==> src/hdl/hcbd_pkg.sv <==
// ---------------------------------------------------------------------------
// hcbd_pkg
// Types, codes and helpers shared by the chunked body decoder modules.
// ---------------------------------------------------------------------------
package hcbd_pkg;

   typedef enum logic [2:0] {
      PH_SIZE    = 3'd0,
      PH_DATA    = 3'd1,
      PH_DCRLF   = 3'd2,
      PH_TRAILER = 3'd3,
      PH_DONE    = 3'd4
   } phase_type;

   // status codes
   localparam logic [1:0] ST_MORE  = 2'd0;
   localparam logic [1:0] ST_DONE  = 2'd1;
   localparam logic [1:0] ST_ERROR = 2'd2;

   // error codes
   localparam logic [2:0] ERR_NONE         = 3'd0;
   localparam logic [2:0] ERR_SIZE_LONG    = 3'd1;
   localparam logic [2:0] ERR_EMPTY_SIZE   = 3'd2;
   localparam logic [2:0] ERR_BAD_HEX      = 3'd3;
   localparam logic [2:0] ERR_CHUNK_LARGE  = 3'd4;
   localparam logic [2:0] ERR_BODY_LARGE   = 3'd5;
   localparam logic [2:0] ERR_NO_CRLF      = 3'd6;
   localparam logic [2:0] ERR_TRAILER_LONG = 3'd7;

   // register indexes
   localparam logic [1:0] CSR_BODY_LIMIT    = 2'd0;
   localparam logic [1:0] CSR_SIZE_LIMIT    = 2'd1;
   localparam logic [1:0] CSR_TRAILER_LIMIT = 2'd2;

   localparam logic [31:0] BODY_LIMIT_RST    = 32'd1048576;
   localparam logic [15:0] SIZE_LIMIT_RST    = 16'd4096;
   localparam logic [15:0] TRAILER_LIMIT_RST = 16'd8192;

   localparam logic [7:0] CH_CR   = 8'h0D;
   localparam logic [7:0] CH_LF   = 8'h0A;
   localparam logic [7:0] CH_SEMI = 8'h3B;

   localparam int RSP_DATA_W = 16;

   typedef struct packed {
      logic [2:0] error_code;
      logic [1:0] status;
      logic [7:0] data_byte;
      logic       data_valid;
   } result_type;

   // {valid, value}
   function automatic logic [4:0] hex_digit(input logic [7:0] ch);
      logic [4:0] r;
      r = 5'd0;
      if (ch >= 8'h30 && ch <= 8'h39) begin
         r = {1'b1, ch[3:0]};
      end else if ((ch >= 8'h61 && ch <= 8'h66) || (ch >= 8'h41 && ch <= 8'h46)) begin
         r = {1'b1, ch[3:0] + 4'd9};
      end
      return r;
   endfunction

   function automatic logic [RSP_DATA_W-1:0] pack_result(input result_type r);
      return {2'b00, r};
   endfunction

endpackage

==> src/hdl/hcbd_core.sv <==
// ---------------------------------------------------------------------------
// hcbd_core
// Per-byte parser: size line, data, data CRLF, trailer lines; config regs.
// ---------------------------------------------------------------------------
module hcbd_core import hcbd_pkg::*; #(
   parameter int BODY_LIMIT_BITS = 32
) (
   input  logic        clock,
   input  logic        reset,
   input  logic        csr_wen,
   input  logic [1:0]  csr_index,
   input  logic [31:0] csr_wdata,
   input  logic        push,
   input  logic [7:0]  in_byte,
   output result_type  result
);

   localparam int LIM_W  = (BODY_LIMIT_BITS < 32) ? BODY_LIMIT_BITS : 32;
   localparam int SIZE_W = LIM_W + 4;

   logic [31:0]       body_lim_ff;
   logic [15:0]       size_lim_ff, trl_lim_ff;

   phase_type         phase_ff, phase_in;
   logic [15:0]       line_len_ff, line_len_in;
   logic [SIZE_W-1:0] size_ff, size_in;
   logic              digit_nz_ff, digit_nz_in;
   logic              in_ext_ff, in_ext_in;
   logic              pend_cr_ff, pend_cr_in;
   logic [2:0]        line_err_ff, line_err_in;
   logic [LIM_W-1:0]  chunk_left_ff, chunk_left_in;
   logic [LIM_W:0]    body_cnt_ff, body_cnt_in;
   logic              crlf_pos_ff, crlf_pos_in;
   logic [2:0]        sticky_ff, sticky_in;

   logic [LIM_W-1:0]  body_limit;
   logic [15:0]       line_limit;
   logic              is_size;
   logic [4:0]        hex;
   logic [SIZE_W-1:0] size_b;
   logic [LIM_W:0]    cnt_next;

   assign body_limit = body_lim_ff[LIM_W-1:0];
   assign hex        = hex_digit(in_byte);

   always_ff @(posedge clock) begin
      if (reset) begin
         body_lim_ff <= BODY_LIMIT_RST;
         size_lim_ff <= SIZE_LIMIT_RST;
         trl_lim_ff  <= TRAILER_LIMIT_RST;
      end else if (csr_wen) begin
         unique case (csr_index)
            CSR_BODY_LIMIT:    body_lim_ff <= csr_wdata;
            CSR_SIZE_LIMIT:    size_lim_ff <= csr_wdata[15:0];
            CSR_TRAILER_LIMIT: trl_lim_ff  <= csr_wdata[15:0];
            default: ;
         endcase
      end
   end

   always_ff @(posedge clock) begin
      if (reset) begin
         phase_ff      <= PH_SIZE;
         line_len_ff   <= '0;
         size_ff       <= '0;
         digit_nz_ff   <= 1'b0;
         in_ext_ff     <= 1'b0;
         pend_cr_ff    <= 1'b0;
         line_err_ff   <= ERR_NONE;
         chunk_left_ff <= '0;
         body_cnt_ff   <= '0;
         crlf_pos_ff   <= 1'b0;
         sticky_ff     <= ERR_NONE;
      end else if (push) begin
         phase_ff      <= phase_in;
         line_len_ff   <= line_len_in;
         size_ff       <= size_in;
         digit_nz_ff   <= digit_nz_in;
         in_ext_ff     <= in_ext_in;
         pend_cr_ff    <= pend_cr_in;
         line_err_ff   <= line_err_in;
         chunk_left_ff <= chunk_left_in;
         body_cnt_ff   <= body_cnt_in;
         crlf_pos_ff   <= crlf_pos_in;
         sticky_ff     <= sticky_in;
      end
   end

   always_comb begin
      phase_in      = phase_ff;
      line_len_in   = line_len_ff;
      size_in       = size_ff;
      digit_nz_in   = digit_nz_ff;
      in_ext_in     = in_ext_ff;
      pend_cr_in    = pend_cr_ff;
      line_err_in   = line_err_ff;
      chunk_left_in = chunk_left_ff;
      body_cnt_in   = body_cnt_ff;
      crlf_pos_in   = crlf_pos_ff;
      sticky_in     = sticky_ff;
      is_size       = (phase_ff == PH_SIZE);
      line_limit    = is_size ? size_lim_ff : trl_lim_ff;
      size_b        = {size_ff[SIZE_W-5:0], hex[3:0]};
      cnt_next      = (&body_cnt_ff) ? body_cnt_ff : body_cnt_ff + 1'b1;
      result.data_valid = 1'b0;
      result.data_byte  = 8'd0;

      if (sticky_ff == ERR_NONE) begin
         unique case (phase_ff)
            PH_SIZE, PH_TRAILER: begin
               if (pend_cr_ff && in_byte == CH_LF) begin
                  // line complete
                  line_len_in = '0;
                  size_in     = '0;
                  digit_nz_in = 1'b0;
                  in_ext_in   = 1'b0;
                  pend_cr_in  = 1'b0;
                  line_err_in = ERR_NONE;
                  if (is_size) begin
                     if (!digit_nz_ff) begin
                        sticky_in = ERR_EMPTY_SIZE;
                     end else if (line_err_ff != ERR_NONE) begin
                        sticky_in = line_err_ff;
                     end else if (size_ff == '0) begin
                        phase_in = PH_TRAILER;
                     end else begin
                        chunk_left_in = size_ff[LIM_W-1:0];
                        phase_in      = PH_DATA;
                     end
                  end else if (line_len_ff <= 16'd1) begin
                     phase_in = PH_DONE;
                  end
               end else begin
                  // a held CR not followed by LF is a content byte
                  if (pend_cr_ff && is_size && !in_ext_ff) begin
                     digit_nz_in = 1'b1;
                     if (line_err_ff == ERR_NONE) line_err_in = ERR_BAD_HEX;
                  end
                  pend_cr_in = 1'b0;
                  if (line_len_ff >= line_limit) begin
                     sticky_in = is_size ? ERR_SIZE_LONG : ERR_TRAILER_LONG;
                  end else begin
                     line_len_in = line_len_ff + 16'd1;
                     if (in_byte == CH_CR) begin
                        pend_cr_in = 1'b1;
                     end else if (is_size && !in_ext_in) begin
                        if (in_byte == CH_SEMI) begin
                           in_ext_in = 1'b1;
                        end else begin
                           digit_nz_in = 1'b1;
                           if (line_err_in == ERR_NONE) begin
                              if (!hex[4]) begin
                                 line_err_in = ERR_BAD_HEX;
                              end else begin
                                 size_in = size_b;
                                 if (size_b > {4'd0, body_limit}) line_err_in = ERR_CHUNK_LARGE;
                              end
                           end
                        end
                     end
                  end
               end
            end
            PH_DATA: begin
               body_cnt_in = cnt_next;
               if (cnt_next > {1'b0, body_limit}) begin
                  sticky_in = ERR_BODY_LARGE;
               end else begin
                  result.data_valid = 1'b1;
                  result.data_byte  = in_byte;
                  if (chunk_left_ff != '0) chunk_left_in = chunk_left_ff - 1'b1;
                  if (chunk_left_ff <= {{(LIM_W-1){1'b0}}, 1'b1}) begin
                     phase_in    = PH_DCRLF;
                     crlf_pos_in = 1'b0;
                     line_err_in = ERR_NONE;
                  end
               end
            end
            PH_DCRLF: begin
               if (!crlf_pos_ff) begin
                  line_err_in = (in_byte != CH_CR) ? ERR_NO_CRLF : ERR_NONE;
                  crlf_pos_in = 1'b1;
               end else begin
                  crlf_pos_in = 1'b0;
                  if (line_err_ff != ERR_NONE || in_byte != CH_LF) begin
                     sticky_in = ERR_NO_CRLF;
                  end else begin
                     line_len_in = '0;
                     size_in     = '0;
                     digit_nz_in = 1'b0;
                     in_ext_in   = 1'b0;
                     pend_cr_in  = 1'b0;
                     line_err_in = ERR_NONE;
                     phase_in    = PH_SIZE;
                  end
               end
            end
            PH_DONE: ;
            default: phase_in = PH_DONE;
         endcase
      end

      result.error_code = sticky_in;
      if (sticky_in != ERR_NONE) begin
         result.status     = ST_ERROR;
         result.data_valid = 1'b0;
         result.data_byte  = 8'd0;
      end else if (phase_in == PH_DONE) begin
         result.status = ST_DONE;
      end else begin
         result.status = ST_MORE;
      end
   end

endmodule

==> src/hdl/hcbd_out_buf.sv <==
// ---------------------------------------------------------------------------
// hcbd_out_buf
// Result register with a skid entry; input side is ready while skid is free.
// ---------------------------------------------------------------------------
module hcbd_out_buf import hcbd_pkg::*; (
   input  logic                  clock,
   input  logic                  reset,
   input  logic                  push,
   input  result_type            push_data,
   output logic                  push_ready,
   output logic                  rsp_tvalid,
   input  logic                  rsp_tready,
   output logic [RSP_DATA_W-1:0] rsp_tdata
);

   logic       out_valid_ff, out_valid_in;
   logic       skid_valid_ff, skid_valid_in;
   result_type out_data_ff, out_data_in;
   result_type skid_data_ff, skid_data_in;

   assign push_ready = !skid_valid_ff;
   assign rsp_tvalid = out_valid_ff;
   assign rsp_tdata  = pack_result(out_data_ff);

   always_comb begin
      out_valid_in  = out_valid_ff;
      skid_valid_in = skid_valid_ff;
      out_data_in   = out_data_ff;
      skid_data_in  = skid_data_ff;
      if (!out_valid_ff || rsp_tready) begin
         if (skid_valid_ff) begin
            out_valid_in  = 1'b1;
            out_data_in   = skid_data_ff;
            skid_valid_in = 1'b0;
         end else begin
            out_valid_in = push;
            out_data_in  = push_data;
         end
      end else if (push) begin
         skid_valid_in = 1'b1;
         skid_data_in  = push_data;
      end
   end

   always_ff @(posedge clock) begin
      if (reset) begin
         out_valid_ff  <= 1'b0;
         skid_valid_ff <= 1'b0;
      end else begin
         out_valid_ff  <= out_valid_in;
         skid_valid_ff <= skid_valid_in;
      end
   end

   always_ff @(posedge clock) begin
      out_data_ff  <= out_data_in;
      skid_data_ff <= skid_data_in;
   end

endmodule

==> src/hdl/http_chunked_body_decoder.sv <==
// ---------------------------------------------------------------------------
// http_chunked_body_decoder
// Decodes a chunked HTTP/1.1 body one byte at a time into payload bytes.
// ---------------------------------------------------------------------------
//  channel | direction | tdata fields (low bit up)
//  req_    | in        | in_byte[7:0]
//  rsp_    | out       | data_valid, data_byte[7:0], status[1:0], error_code[2:0], pad
//  csr_    | in        | index 0 body limit, 1 size_line_limit, 2 trailer_line_limit
//
//  One byte accepted per cycle while req_tready is high; each byte yields one
//  registered result. A result register plus one skid entry decouple the
//  two channels, so req_tready drops only when both hold.
//  Synchronous active-high reset clears state and loads register defaults.
// ---------------------------------------------------------------------------
module http_chunked_body_decoder import hcbd_pkg::*; #(
   parameter int BODY_LIMIT_BITS = 32
) (
   input  logic                  clock,
   input  logic                  reset,
   input  logic                  req_tvalid,
   output logic                  req_tready,
   input  logic [7:0]            req_tdata,   // in_byte
   output logic                  rsp_tvalid,
   input  logic                  rsp_tready,
   output logic [RSP_DATA_W-1:0] rsp_tdata,   // data_valid, data_byte, status, error_code
   input  logic                  csr_wen,
   input  logic [1:0]            csr_index,
   input  logic [31:0]           csr_wdata
);

   logic       push;
   result_type result;

   assign push = req_tvalid && req_tready;

   hcbd_core #(
      .BODY_LIMIT_BITS(BODY_LIMIT_BITS)
   ) u_core (
      .clock     (clock),
      .reset     (reset),
      .csr_wen   (csr_wen),
      .csr_index (csr_index),
      .csr_wdata (csr_wdata),
      .push      (push),
      .in_byte   (req_tdata),
      .result    (result)
   );

   hcbd_out_buf u_out_buf (
      .clock      (clock),
      .reset      (reset),
      .push       (push),
      .push_data  (result),
      .push_ready (req_tready),
      .rsp_tvalid (rsp_tvalid),
      .rsp_tready (rsp_tready),
      .rsp_tdata  (rsp_tdata)
   );

endmodule

==> config.mk <==
export PLATFORM = sky130hd
export DESIGN_NAME = http_chunked_body_decoder
export DESIGN_NICKNAME = d
export VERILOG_FILES = /design/src/hdl/hcbd_pkg.sv /design/src/hdl/hcbd_core.sv /design/src/hdl/hcbd_out_buf.sv /design/src/hdl/http_chunked_body_decoder.sv
export SDC_FILE = /design/constraint.sdc
export NUM_CORES = 1
export LEC_CHECK = 0
export BUFFER_PORTS_ARGS = -buffer_cell sky130_fd_sc_hd__buf_2
export CORE_MARGIN = 10
export CORE_UTILIZATION = 56
export CTS_CLUSTER_DIAMETER = 80
export DETAILED_ROUTE_END_ITERATION = 10
export PLACE_DENSITY = 0.77
export SYNTH_ARGS = -nofsm -noshare
export SYNTH_HDL_FRONTEND = slang
export SYNTH_SLANG_ARGS = --single-unit
==> constraint.sdc <==
create_clock -name clock -period 5 [get_ports clock]
set_input_delay 0.75 -clock clock [delete_from_list [all_inputs] [get_ports clock]]
set_output_delay 0.75 -clock clock [all_outputs]
set_load 0.02 [all_outputs]
==> metrics <==
WL per Instance 17.1 um; drt initial violations 1040; outcome completed; routed via count 11548; CTS root buf clkbuf_16; Synth Area in XOR/XNOR 4.48%; H-Tree Depth 1; worst skew pair latency 0.53 ns; CP max stage cell or3_1; Startpoint Class flop; CP cell instances nand3_1 -> or3_1 -> nor4_4 -> buf_4 -> a21oi_1 -> nand3_1 -> nor2_1 -> xor2_1 -> ha_1 -> o21ai_0 -> nor2_1 -> a2111oi_0 -> buf_4 -> o31ai_1 -> o21ai_2 -> a21oi_2 -> a211o_1 -> or3_1; P&R area growth vs syn 12.5%; initial antenna violation count 0; Final Hold Vio Count 0; Post-synth EDFFs 28; Largest stage delay, worst path 0.44 ns; fin. max-slew vios 0; leakage 5.69 nW; Tcrit/Tclk final 93.7%; slew margin rel. 23.9%; pin count of the biggest net entering global routing 106; CP bufs+invs 2; critical path class flop to flop; first-pass GRT wire length 53500 um; hold_ws 0.454 ns; vias in the first global route 10814; clock buffer count from CTS 25; clock period minus worst slack 4.69 ns; Critical path origin u_core.body_cnt_ff[22]; CTS tree yes; Max Fclk 213 MHz; Primary FF master, synth dfxtp_1; Core Rows 55; GP Congestion 0.897; GRT overflow 0; Detail Route Antenna Nets 0; sequential-to-total area share from yosys stat 36.9%; total wire length 32800 um; Synth Area in Adders 8.72%; first drt pass iteration count 5; pwr dens 323 mW/mm^2; Overall Global Routing Usage 21.7%; Synth Register Bits 224; Worst Tran Pin Value 1.14 ns; Die Footprint 0.0295 mm^2; DR DRC count 0; Critical Path Sink Type flop; multiplexer area fraction after synthesis 2.45%; R2R cell count 18; Compound-Gate Fraction of Synth Area 18.3%; Hold Crit Start u_core.body_lim_ff[2]; CP endpoint u_out_buf.skid_data_ff[10]; final net count 1750; Worst Path Max Fanout 7; YS warnings 0; Max clock buf depth 3; CTS Sinks 224; mapped cell area 0.0129 mm^2; die width 172 um; # Max-Cap Violations 0; vias per cell 6.02; # IOs 65; skew final 0.0180 ns; Initial Util 57.0%; largest family of logic cells by synthesized area simple AND/OR/NAND/NOR gates; worst vdd ir 0.226 mV; CP Depth 18; die height 172 um; layout cells sized above 1 13.9%; IO Port Bufs 62; RSZ-0062 raised after global routing no; R2R Path Start u_core.body_cnt_ff[22]; Simple-Gate Fraction of Synth Area 24.5%; worst min-delay path category flop to flop; final setup fails 0; Cell variety after synth 81; WP data arrival 4.96 ns; HPWL Detailed 23600 um; CP top delay family simple AND/OR/NAND/NOR gates; Core ar. 0.0226 mm^2; Clock Pin Slew Worst Setup and Hold Paths 0.06 ns; Post-Syn Instances 1567; required time worst endpoint 5.28 ns; setup tns final 0 ns; Avg Synthesized Cell Area 8.24 um^2; number of diodes 0; Final Core Density 64.2%; reg-to-reg setup timing slack 0.31 ns; async set or reset register ratio after synthesis 0%; cts hold-fix bufs 0; reg2reg end u_out_buf.skid_data_ff[10]
==> metal layers <==
metal	vias up	global-route usage (%)	share of wire, %
li1	5746	-	-
met1	5429	29.6	46
met2	325	35.2	46
met3	48	2.90	6.0
met4	0	6.00	1.9
met5	-	0	0
==> state kept, by name, summed over array words and instances (netlist names) <==
name,count
u_core.line_len_ff,16
u_core.in_ext_ff,1
u_core.trl_lim_ff,16
u_core.size_ff,36
u_core.crlf_pos_ff,1
u_core.digit_nz_ff,1
u_out_buf.rsp_tvalid,1
u_out_buf.rsp_tdata,14
u_out_buf.skid_valid_ff,1
u_core.size_lim_ff,16
u_out_buf.skid_data_ff,14
u_core.body_lim_ff,32
u_core.line_err_ff,3
u_core.phase_ff,3
u_core.body_cnt_ff,33
u_core.pend_cr_ff,1
u_core.chunk_left_ff,32
u_core.sticky_ff,3
==> worst min-delay path by stage <==
stage	end	cells past startpoint
2_1_floorplan	u_core.size_lim_ff[15]	2
3_3_place_gp	u_core.size_lim_ff[8]	2
3_5_place_dp	u_core.body_lim_ff[22]	2
4_1_cts	u_core.body_lim_ff[24]	3
5_1_grt	u_core.body_lim_ff[24]	3
6_report	u_core.body_lim_ff[2]	2
==> worst register-to-register path: stages, from the launching register on <==
cell and delay, ns:
dfxtp_1 0.40, nand3_1 0.15, or3_1 0.44, nor4_4 0.40
buf_4 0.21, a21oi_1 0.07, nand3_1 0.20, nor2_1 0.07
xor2_1 0.16, ha_1 0.29, o21ai_0 0.15, nor2_1 0.05
a2111oi_0 0.38, buf_4 0.19, o31ai_1 0.09, o21ai_2 0.25
a21oi_2 0.14, a211o_1 0.43, or3_1 0.36
==> logic make-up (layout without fill, tap and decap cells) <==
group | Yosys count | in the layout
and+or+nand+nor | 642 | 642
AOI/OAI and AO/OA | 362 | 362
DFF | 224 | 224
buffers and inverters | 152 | 216
adders and majority gates | 90 | 90
xor gates and xnor gates | 66 | 66
muxes | 30 | 30
other | 1 | 2
==> what timing repair did <==
action | 4_1_cts | 5_1_grt
setup buffers | 0 | 0
resized for setup | 0 | 11
setup endpoints to repair | 0 | 30
==> report_power, final <==
| group | internal (W) | leakage (nW) | switching, W |
|---|---|---|---|
| registers | 0.00189 | 1.87 | 0.0000443 |
| clock network | 0.00115 | 0.436 | 0.000748 |
| logic | 0.000297 | 3.38 | 0.000567 |
==> cell type report <==
type,instances,area (um^2)
clock buffers,37,792
clock inverters,9,76.3
fillers,1920,8120
inverters,65,244
multi-input cells,1192,7640
flip-flops and latches,224,4760
well taps,285,357
repair buffers,105,648
==> per-stage QoR <==
step           area, um^2  power [W]  setup slack [ns]  std cells
3_3_place_gp        13600    0.00280             0.171       1871
5_1_grt             14500    0.00489            0.0243       1917
2_1_floorplan       12900    0.00257             0.150       1568
3_5_place_dp        13600    0.00282            0.0762       1871
4_1_cts             14500    0.00471            0.0212       1917
6_report            14500    0.00470             0.315       1917
==> synthesized netlist by cell type (all sizes together), types with 35 or more instances <==
cell,count,area (um^2)
clkbuf,70,263
nor2,133,499
ha,90,1130
nand2,218,818
nor4,35,240
dfxtp,196,3920
a21oi,152,761
xnor2,40,350
nand3,47,235
o21ai,48,240
inv,64,240
nor3,53,265
==> cell usage in the layout, fill, tap and decap left out, types with 12 or more instances in the layout <==
cell / n
a31o_2: 27
buf_2: 61
o211ai_1: 12
nand2_1: 218
ha_1: 90
inv_1: 63
mux2_2: 13
nand3_1: 46
nor4_1: 32
a21o_1: 13
buf_4: 43
xnor2_1: 40
nor3_1: 52
nand4_1: 28
or3_1: 25
xor2_1: 26
nor4b_1: 27
clkbuf_16: 26
nor2_1: 133
o21ai_0: 43
mux2i_1: 17
edfxtp_1: 28
o31ai_1: 13
a21oi_1: 151
dfxtp_1: 196
No activity file was read; power rests on OpenSTA's default activity.
